<file path="config.mk">
export PLATFORM = sky130hd
export DESIGN_NAME = depth_order_sorter
export DESIGN_NICKNAME = d
export VERILOG_FILES = /design/src/dos_pkg.sv /design/src/dos_cell.sv /design/src/dos_ctrl.sv /design/src/depth_order_sorter.sv
export SDC_FILE = /design/constraint.sdc
export NUM_CORES = 1
export LEC_CHECK = 0
export BUFFER_PORTS_ARGS = -buffer_cell sky130_fd_sc_hd__buf_2
export CELL_PAD_IN_SITES_DETAIL_PLACEMENT = 1
export CELL_PAD_IN_SITES_GLOBAL_PLACEMENT = 1
export CORE_MARGIN = 2
export CORE_UTILIZATION = 40
export CTS_CLUSTER_DIAMETER = 50
export CTS_CLUSTER_SIZE = 14
export DETAILED_ROUTE_END_ITERATION = 8
export HOLD_SLACK_MARGIN = 0.08
export PLACE_DENSITY = 0.72
export SYNTH_ARGS = -nofsm -noshare
export SYNTH_HDL_FRONTEND = slang
export SYNTH_HIERARCHICAL = 1
export SYNTH_SLANG_ARGS = --single-unit
</file>
<file path="constraint.sdc">
create_clock -name clk -period 4.1 [get_ports clk]
set_input_delay 1.23 -clock clk [delete_from_list [all_inputs] [get_ports clk]]
set_output_delay 1.23 -clock clk [all_outputs]
set_load 0.01 [all_outputs]
</file>
<file path="src/dos_pkg.sv">
// Shared types, constants and helpers for the depth order sorter.
`timescale 1ns / 1ps
package dos_pkg;

  localparam int NumChairsDef = 8;
  localparam int KeyW = 16;
  localparam int IdxW = 5;
  localparam int DrawW = 4;

  typedef enum logic {
    ST_LOAD,
    ST_EMIT
  } state_t;

  typedef struct packed {
    logic signed [KeyW-1:0] bottom_key;
    logic                   last_key;
  } in_item_t;

  typedef struct packed {
    logic [DrawW-1:0] draw_index;
    logic             last_draw;
  } out_item_t;

  typedef struct packed {
    logic                   valid;
    logic                   tail;
    logic signed [KeyW-1:0] key;
    logic [IdxW-1:0]        idx;
  } entry_t;

  typedef struct packed {
    logic insert;
    logic shift;
  } chain_ctrl_t;

  function automatic logic [KeyW:0] sort_key(input entry_t e);
    sort_key = {e.tail, ~e.key[KeyW-1], e.key[KeyW-2:0]};
  endfunction

endpackage

</file>
<file path="src/dos_cell.sv">
// One cell of the insertion chain: holds one entry and trades with its neighbors.
`timescale 1ns / 1ps
module dos_cell (
  input  logic                 clk,
  input  logic                 rst_n,
  input  dos_pkg::chain_ctrl_t ctrl,
  input  dos_pkg::entry_t      new_entry,
  input  dos_pkg::entry_t      prev_entry,
  input  logic                 prev_gt,
  input  dos_pkg::entry_t      next_entry,
  output dos_pkg::entry_t      entry,
  output logic                 gt
);
  import dos_pkg::*;

  entry_t entry_r;
  entry_t entry_nxt;

  assign entry = entry_r;
  assign gt = !entry_r.valid || (sort_key(entry_r) > sort_key(new_entry));

  always_comb begin
    entry_nxt = entry_r;
    if (ctrl.shift) begin
      entry_nxt = next_entry;
    end else if (ctrl.insert && gt) begin
      entry_nxt = prev_gt ? prev_entry : new_entry;
    end
  end

  always_ff @(posedge clk) begin
    if (!rst_n) begin
      entry_r <= '0;
    end else begin
      entry_r <= entry_nxt;
    end
  end

endmodule

</file>
<file path="src/dos_ctrl.sv">
// Frame sequencer: counts loaded keys and drives the drain of the chain.
`timescale 1ns / 1ps
module dos_ctrl #(
  parameter int SlotCount = dos_pkg::NumChairsDef + 1
) (
  input  logic                   clk,
  input  logic                   rst_n,
  input  logic                   in_valid,
  input  logic                   last_key,
  input  logic                   out_stall,
  output logic                   in_stall,
  output logic                   out_valid,
  output logic                   last_draw,
  output logic [dos_pkg::IdxW-1:0] load_idx,
  output dos_pkg::chain_ctrl_t   ctrl
);
  import dos_pkg::*;

  localparam int CntW = $clog2(SlotCount + 1);

  state_t          state_r, state_nxt;
  logic [CntW-1:0] load_count_r, load_count_nxt;
  logic [CntW-1:0] rem_r, rem_nxt;
  logic [CntW-1:0] cnt_after;
  logic            accept;

  always_ff @(posedge clk) begin
    if (!rst_n) begin
      state_r      <= ST_LOAD;
      load_count_r <= '0;
      rem_r        <= '0;
    end else begin
      state_r      <= state_nxt;
      load_count_r <= load_count_nxt;
      rem_r        <= rem_nxt;
    end
  end

  assign load_idx = IdxW'(load_count_r);

  always_comb begin
    state_nxt      = state_r;
    load_count_nxt = load_count_r;
    rem_nxt        = rem_r;
    in_stall       = 1'b1;
    out_valid      = 1'b0;
    last_draw      = 1'b0;
    accept         = 1'b0;
    cnt_after      = load_count_r;
    ctrl           = '0;
    case (state_r)
      ST_LOAD: begin
        in_stall    = 1'b0;
        accept      = in_valid;
        ctrl.insert = accept && (load_count_r < CntW'(SlotCount));
        cnt_after   = ctrl.insert ? load_count_r + CntW'(1) : load_count_r;
        if (accept) begin
          load_count_nxt = cnt_after;
          if (last_key) begin
            rem_nxt        = cnt_after;
            load_count_nxt = '0;
            state_nxt      = ST_EMIT;
          end
        end
      end
      ST_EMIT: begin
        out_valid  = 1'b1;
        last_draw  = (rem_r == CntW'(1));
        ctrl.shift = !out_stall;
        if (!out_stall) begin
          rem_nxt = rem_r - CntW'(1);
          if (rem_r == CntW'(1)) begin
            state_nxt = ST_LOAD;
          end
        end
      end
      default: begin
        state_nxt = ST_LOAD;
      end
    endcase
  end

endmodule

</file>
<file path="src/depth_order_sorter.sv">
// Top level of the depth order sorter: sequencer, chain of insertion cells, mode register.
// A frame loads one key per cycle, the player first and then the chairs; each key is
// dropped into place in a chain of NUM_CHAIRS+1 cells in the cycle it arrives. The transfer
// that carries last_key starts the draw order, which leaves from the head of the chain at
// one index per cycle unless out_stall holds it, while the input is stalled. Equal keys
// keep their load order; with desk_mode set the player sorts behind every chair.
`timescale 1ns / 1ps
module depth_order_sorter #(
  parameter int NUM_CHAIRS = dos_pkg::NumChairsDef
) (
  input  logic              clk,
  input  logic              rst_n,
  input  logic              in_valid,
  output logic              in_stall,
  input  dos_pkg::in_item_t in_data,
  output logic              out_valid,
  input  logic              out_stall,
  output dos_pkg::out_item_t out_data,
  input  logic              cfg_valid,
  output logic              cfg_ready,
  input  logic              cfg_data
);
  import dos_pkg::*;

  localparam int SlotCount = NUM_CHAIRS + 1;

  logic            desk_mode_r;
  logic [IdxW-1:0] load_idx;
  logic            last_draw;
  chain_ctrl_t     ctrl;
  entry_t          new_entry;
  entry_t          cells [SlotCount];
  logic            gts [SlotCount];

  assign cfg_ready = 1'b1;

  always_ff @(posedge clk) begin
    if (!rst_n) begin
      desk_mode_r <= 1'b0;
    end else if (cfg_valid && cfg_ready) begin
      desk_mode_r <= cfg_data;
    end
  end

  dos_ctrl #(
    .SlotCount(SlotCount)
  ) u_ctrl (
    .clk      (clk),
    .rst_n    (rst_n),
    .in_valid (in_valid),
    .last_key (in_data.last_key),
    .out_stall(out_stall),
    .in_stall (in_stall),
    .out_valid(out_valid),
    .last_draw(last_draw),
    .load_idx (load_idx),
    .ctrl     (ctrl)
  );

  always_comb begin
    new_entry.valid = 1'b1;
    new_entry.tail  = desk_mode_r && (load_idx == '0);
    new_entry.key   = in_data.bottom_key;
    new_entry.idx   = load_idx;
  end

  for (genvar i = 0; i < SlotCount; i++) begin : g_cell
    entry_t prev_e;
    logic   prev_g;
    entry_t next_e;
    if (i == 0) begin : g_head
      assign prev_e = '0;
      assign prev_g = 1'b0;
    end else begin : g_mid
      assign prev_e = cells[i-1];
      assign prev_g = gts[i-1];
    end
    if (i == SlotCount - 1) begin : g_end
      assign next_e = '0;
    end else begin : g_inner
      assign next_e = cells[i+1];
    end
    dos_cell u_cell (
      .clk       (clk),
      .rst_n     (rst_n),
      .ctrl      (ctrl),
      .new_entry (new_entry),
      .prev_entry(prev_e),
      .prev_gt   (prev_g),
      .next_entry(next_e),
      .entry     (cells[i]),
      .gt        (gts[i])
    );
  end

  assign out_data.draw_index = DrawW'(cells[0].idx);
  assign out_data.last_draw  = last_draw;

endmodule

</file>
-- After elaboration in Yosys (flattened, before gate mapping)
Index checks and enable logic that the tools add are counted.
- $lt $le $gt $ge: 10
- bitwise gates (word level): 12
- eq/ne operators: 4
- reduce and logical (&&, ||, !) cells: 42
- add/subtract/negate cells: 2
- muxes and demuxes: 39
- operator list (kind ; number):
    $mux W23 ; 24
    $gt A17 B17 Y1 ; 9
    $mux W4 ; 5
    $reduce_bool A2 Y1 ; 8
    $not A1 Y1 ; 12
    $logic_and A1 B1 Y1 ; 11
    $logic_not A1 Y1 ; 10
    $logic_or A1 B1 Y1 ; 9
    $mux W1 ; 8
    $pmux W4 S2 ; 1
    $ne A2 B2 Y1 const B ; 3
    $logic_not A5 Y1 ; 1
    $add A4 B1 Y4 const B ; 1
    $eq A4 B1 Y1 const B ; 1
    $lt A4 B4 Y1 const B ; 1
    $sub A4 B1 Y4 const B ; 1
    $reduce_and A3 Y1 ; 1
    $pmux W1 S2 ; 1
    $reduce_and A2 Y1 ; 1
    $reduce_or A2 Y1 ; 1
- register bits after elaboration: 217
- input port bits: 23
- output and inout bits: 8

-- Longest topological paths before layout
Gate-level depths: netlist of the first run.
- word-level depth: 7
- gate-level depth with buffers: 17
- mapped depth without buffers: 14

-- Cells and area by module
The synthesis of the first run kept the hierarchy.
- modules (own cells, without submodules) (module ; area each (um^2) ; cells an instance ; instances):
    dos_cell (g_cell[0].u_cell ...) ; 1896.8 ; 244 ; 8
    dos_cell (g_cell[8].u_cell) ; 1819.2 ; 221 ; 1
    dos_ctrl ; 631.9 ; 76 ; 1
    depth_order_sorter ; 78.8 ; 9 ; 1

-- Worst setup path before layout of the first run
OpenSTA, ideal clock, no wires.
- path type: reg2reg
- start: register u_ctrl.load_count_r[0]
- end: register g_cell[2].u_cell.entry_r, in the netlist g_cell[2].u_cell/entry[3]
- setup slack: 0.417 ns
- cell stages (with the launch flop): 17
- data required time: 3.982 ns
- arrival time: 3.564 ns
- library setup time: 0.118 ns
- cell sequence: dfxtp_1 or4b_1 nor3_2 inv_1 ha_1 nand4_2 nor4_4 nand2b_1 nand3_2 nand2_1 nand2_1 clkbuf_1 buf_2 mux2i_1 o21ai_0 nand2_1 mux2i_1
- RTL lines (element ; line ; text):
    from (decl) ; dos_ctrl.sv:22 ; logic [CntW-1:0] load_count_r, load_count_nxt;
    from (signal assigned) ; dos_ctrl.sv:34 ; load_count_r <= load_count_nxt;
    to (signal assigned) ; dos_cell.sv:35 ; entry_r <= entry_nxt;
    to (decl) ; dos_cell.sv:16 ; entry_t entry_r;

==> qor.txt, run 1 <==
full die area - 44600 um2
Ports - 31
Synth Instances - 2192
Comb power frac - 15.0%
Setup crit start kind - flip-flop
max-cap violations - 0
final clock period utilization by the worst path - 90.6%
# nets final - 2401
most frequent cells in the layout - nand2_1, mux2i_1, dfxtp_1
Via Count - 15000
CP Class - flip-flop to flip-flop
root buf cell - clkbuf_16
syn_area_per_cell - 7.84 um2
filler cell count - 5100
DRC violations left - 0
CTS Hold Buffers Added - 0
P_sw - 1.82 mW
Sw Ratio - 28.4%
non-filler cells in the finished layout - 2787
worst hold stages - 2
first-pass GRT wire length - 80.6 mm
Finish-stage setup viols - 0
CP Capture Type - flip-flop
maximum root-to-sink buffer count - 3
share of cells above drive strength 1 - 9.07%
placed cell count - 2719
clock network power share - 51.8%
post-DP HPWL - 34.8 mm
critical path arrival - 4.15 ns
Slew HR - 57.0%
DR iter-0 viols - 706
antenna-violating nets left - 0
register clock-pin slew on the reported worst setup and hold paths - 0.05 ns
initial antenna violation count - 0
largest net degree at the start of global routing - 148
Hold Fails Final Rpt - 0
accumulated negative setup slack - 0 ns
Fmax - 269 MHz
port bufs - 29
Worst Path Max Fanout - 17
leakage - 9.35 nW
Via density - 5.38
status - complete, no violations
drt total wl - 48.4 mm
worst reg2reg path depth - 15
sequential power share - 33.2%
warning count from the yosys run - 6
crit path time final - 3.71 ns
HP Class - flip-flop to flip-flop
peak supply drop - 0.216 mV
TritonRoute pass-1 iters - 5
RePlAce Congestion - 0.831
TritonCTS clock tree - yes
RSZ-0062 raised after global routing - false
setup bufs post-CTS - 0
Least-Margin Pin Slew - 0.644 ns
H-tree Lvls - 2
Layout area overhead - 11.9%
post_cts resized - 0
Clock Latency Late Sink - 0.55 ns
Final Max Tran Viols - 0
Std-Cell Rows - 75
GRT Total Usage - 21.8%
Die Y - 211 um
wire per inst - 17.3 um
Initial Utilization - 40.8%
Pwr Density - 334 nW/um2
Syn Std Cell Area - 17200 um2
final instance area - 19200 um2
CP required - 4.54 ns
CTS Sinks - 208
DIE WIDTH - 211 um
Pwr Total - 6.41 mW
CTS buffer count - 39
vias in the first global route - 15900
GRT Residual Overflow - 0
skew final - 0.0318 ns
Placed Area - 17900 um2
core area - 42100 um2
Power Internal - 4.59 mW
most common cell after layout, fill and taps aside - nand2_1
ANT cells - 0
[routing by layer]
metal	share of wire, %	GRT usage, %
met2	47	38.0
met1	48	28.2
met4	2.5	6.44
met3	2.4	2.56
met5	0	0
[worst max-delay path, cell delays in order, from the launching register on]
cell      delay (ns)
dfxtp_1         0.30
or4b_1          0.54
nor3_2          0.12
buf_4           0.27
inv_1           0.07
ha_1            0.35
and4_2          0.25
a221oi_1        0.46
nand3_2         0.17
nand2_1         0.08
nand2_1         0.07
buf_4           0.23
mux2i_1         0.14
o21ai_0         0.27
nand2_1         0.10
mux2i_1         0.18
[state kept, by name, indices dropped and copies added (netlist names)]
signal               cells
g_cell.u_cell/entry    198
u_ctrl/load_count_r      4
u_ctrl/rem_r             4
desk_mode_r              1
u_ctrl/state_r           1
[final timing paths]
| kind | from | endpoint | slack [ns] |
|---|---|---|---|
| max | u_ctrl/load_count_r[1]$_SDFFE_PN0P_ | g_cell[5].u_cell/entry[18]$_SDFFE_PN0P_ | 0.39 |
| max reg2reg | u_ctrl/load_count_r[1]$_SDFFE_PN0P_ | g_cell[5].u_cell/entry[18]$_SDFFE_PN0P_ | 0.39 |
| min reg2reg | g_cell[8].u_cell/entry[1]$_SDFFE_PN0P_ | g_cell[8].u_cell/entry[1]$_SDFFE_PN0P_ | 0.46 |
| min | g_cell[8].u_cell/entry[1]$_SDFFE_PN0P_ | g_cell[8].u_cell/entry[1]$_SDFFE_PN0P_ | 0.46 |
[power groups by stage]
stage / Sequential, mW / Combinational, mW / Clock (mW)
6_report: 2.13 / 0.961 / 3.32
3_3_place_gp: 2.17 / 0.915 / 0
4_1_cts: 2.13 / 0.964 / 3.41
5_1_grt: 2.14 / 1.06 / 3.48
3_5_place_dp: 2.17 / 0.959 / 0
2_1_floorplan: 2.15 / 0.755 / 0
[stage by stage]
stage,hold slack (ns),util (%),setup WS [ns]
floorplan,0.431,-,0.417
finish,0.465,45.6,0.386
detailed placement,0.453,42.5,0.175
global placement,0.447,42.5,0.286
global route,0.498,45.6,0.249
CTS,0.469,45.6,0.415
[cell type report]
type	count	area, um2	share of cell area, %
repair buffers	77	703	3.66
inverters	173	649	3.38
clock buffers	48	1050	5.47
multi-input cells	1722	11700	60.9
flip-flops and latches	208	4160	21.7
clock inverters	20	274	1.43
well taps	539	674	3.51
(Power assumes the default switching activity.)
==> run 2, diff against run 1 <==
- CORE_MARGIN: 2 -> 4
==> run 2 against run 1 <==
  * Register-to-register slack gained 0.15 ns
  * First-iteration DRC count grew 3.8%
  * Worst hold slack lost 0.0048 ns
  * Cell count increased by 0.25%
  * Fmax rose by 4.1%
  * Combinational power hardly changed
  * Clock power down 2%
  * Critical path depth unchanged
==> qor.txt, run 2 (same netlist as run 1, synthesis figures left out) <==
initial antenna violation count - 0 (unchanged)
CTS Hold Buffers Added - 0 (unchanged)
worst reg2reg path depth - 15 (unchanged)
vias in the first global route - 15800 (-0.91%)
Std-Cell Rows - 75 (unchanged)
status - complete, no violations
wire per inst - 17.3 um (about the same)
crit path time final - 3.57 ns (-0.146 ns)
largest net degree at the start of global routing - 135 (-8.8%)
Pwr Density - 331 nW/um2 (-0.90%)
TritonCTS clock tree - yes
final instance area - 19200 um2 (about the same)
antenna-violating nets left - 0 (unchanged)
Die Y - 215 um (+1.9%)
skew final - 0.0265 ns (-0.00535 ns)
Via density - 5.34 (-0.84%)
critical path arrival - 4.02 ns (-0.13 ns)
Finish-stage setup viols - 0 (unchanged)
final clock period utilization by the worst path - 87.0% (-3.6 points)
Setup crit start kind - flip-flop
post_cts resized - 0 (unchanged)
root buf cell - clkbuf_16
Ports - 31 (unchanged)
RePlAce Congestion - 0.800 (-3.7%)
DRC violations left - 0 (unchanged)
filler cell count - 5190 (+1.8%)
Fmax - 280 MHz (+4.1%)
Final Max Tran Viols - 0 (unchanged)
post-DP HPWL - 34.5 mm (-0.98%)
ANT cells - 0 (unchanged)
CP Class - flip-flop to flip-flop
GRT Total Usage - 20.5% (-1.3 points)
share of cells above drive strength 1 - 9.36% (+0.28 points)
CP Capture Type - flip-flop
CTS Sinks - 208 (unchanged)
Worst Path Max Fanout - 17 (unchanged)
setup bufs post-CTS - 0 (unchanged)
port bufs - 29 (unchanged)
RSZ-0062 raised after global routing - false
most frequent cells in the layout - nand2_1, mux2i_1, dfxtp_1
Hold Fails Final Rpt - 0 (unchanged)
max-cap violations - 0 (unchanged)
Least-Margin Pin Slew - 0.620 ns (-0.0246 ns)
Multi-input gate area - 11700 um2 (unchanged)
TritonRoute pass-1 iters - 5 (unchanged)
# nets final - 2405 (+0.17%)
Slew HR - 58.7% (+1.6 points)
peak supply drop - 0.233 mV (+7.9%)
CTS buffer count - 39 (unchanged)
worst hold stages - 2 (unchanged)
leakage - 9.33 nW (-0.23%)
accumulated negative setup slack - 0 ns (unchanged)
H-tree Lvls - 2 (unchanged)
max reg flops - 198 (unchanged)
GRT Residual Overflow - 0 (unchanged)
DR iter-0 viols - 733 (+3.8%)
HP Class - flip-flop to flip-flop
Sequential Area - 4160 um2 (unchanged)
drt total wl - 48.4 mm (+0.18%)
Clock Latency Late Sink - 0.55 ns (about the same)
CP required - 4.55 ns (about the same)
Placed Area - 17900 um2 (about the same)
full die area - 46300 um2 (+3.8%)
first-pass GRT wire length - 80.9 mm (+0.39%)
Initial Utilization - 40.7% (-0.091 points)
Via Count - 14900 (-0.59%)
core area - 42200 um2 (+0.22%)
Layout area overhead - 11.8% (about the same)
DIE WIDTH - 215 um (+1.9%)
register clock-pin slew on the reported worst setup and hold paths - 0.05 ns (about the same)
most common cell after layout, fill and taps aside - nand2_1
maximum root-to-sink buffer count - 3 (unchanged)
## run 2: cell types whose count changed in the layout (fill, tap and decap cells not counted)
cell | before | now
buf_12 | 15 | 13
buf_4 | 33 | 39
bufinv_16 | 5 | 3
clkbuf_8 | 2 | 3
clkinv_4 | 1 | 2
clkinvlp_4 | 4 | 8
inv_6 | 3 | 4
inv_8 | 2 | 0
## run 2: worst max-delay path, stage by stage, from the launching register on
cell      delay [ns]
dfxtp_1         0.30
or4b_1          0.54
nor3_2          0.12
buf_4           0.27
inv_1           0.08
ha_1            0.34
and4_2          0.25
a221oi_1        0.45
nand3_2         0.18
nand2_1         0.09
nand2_1         0.07
buf_4           0.22
mux2i_1         0.14
o21ai_0         0.18
nand2_1         0.08
mux2i_1         0.17
## run 2: per-layer routing
metal	track usage [%]	routed length (um)	vias up
li1	-	-	7492
met1	27.1	23400	7234
met2	35.8	23000	131
met3	2.51	1090	61
met4	4.66	877	0
met5	0	0	-
## run 2: through the flow
stage / setup WS [ns] / power, mW / hold slack, ns / utilization, % / cells
finish: 0.533 / 6.35 / 0.460 / 45.5 / 2794
global route: 0.316 / 6.63 / 0.511 / 45.5 / 2794
CTS: 0.499 / 6.43 / 0.464 / 45.5 / 2794
detailed placement: 0.208 / 3.13 / 0.457 / 42.4 / 2723
global placement: 0.314 / 3.08 / 0.445 / 42.4 / 2723
floorplan: 0.417 / 2.91 / 0.431 / - / 2245
## run 2: layout make-up
class	instances	share of cell area [%]
Inverter	173	3.38
Tap cell	539	3.51
Timing Repair Buffer	81	3.69
Clock inverter	22	1.24
Clock buffer	49	5.55
Sequential cell	208	21.7
Multi-Input combinational cell	1722	60.9
## run 2: worst paths after layout
check	start	end	slack [ns]
worst max register to register	u_ctrl/load_count_r[1]$_SDFFE_PN0P_	g_cell[5].u_cell/entry[15]$_SDFFE_PN0P_	0.53
worst min register to register	u_ctrl/rem_r[3]$_SDFFE_PN0P_	u_ctrl/rem_r[3]$_SDFFE_PN0P_	0.46
worst min-delay path	u_ctrl/rem_r[3]$_SDFFE_PN0P_	u_ctrl/rem_r[3]$_SDFFE_PN0P_	0.46
worst max-delay path	u_ctrl/load_count_r[1]$_SDFFE_PN0P_	g_cell[5].u_cell/entry[15]$_SDFFE_PN0P_	0.53
## run 2: power by group
part	internal (mW)	switching (mW)	leakage [nW]	total, mW
clock network	2.05	1.21	0.614	3.26
logic	0.369	0.589	7.03	0.958
registers	2.08	0.0546	1.68	2.13
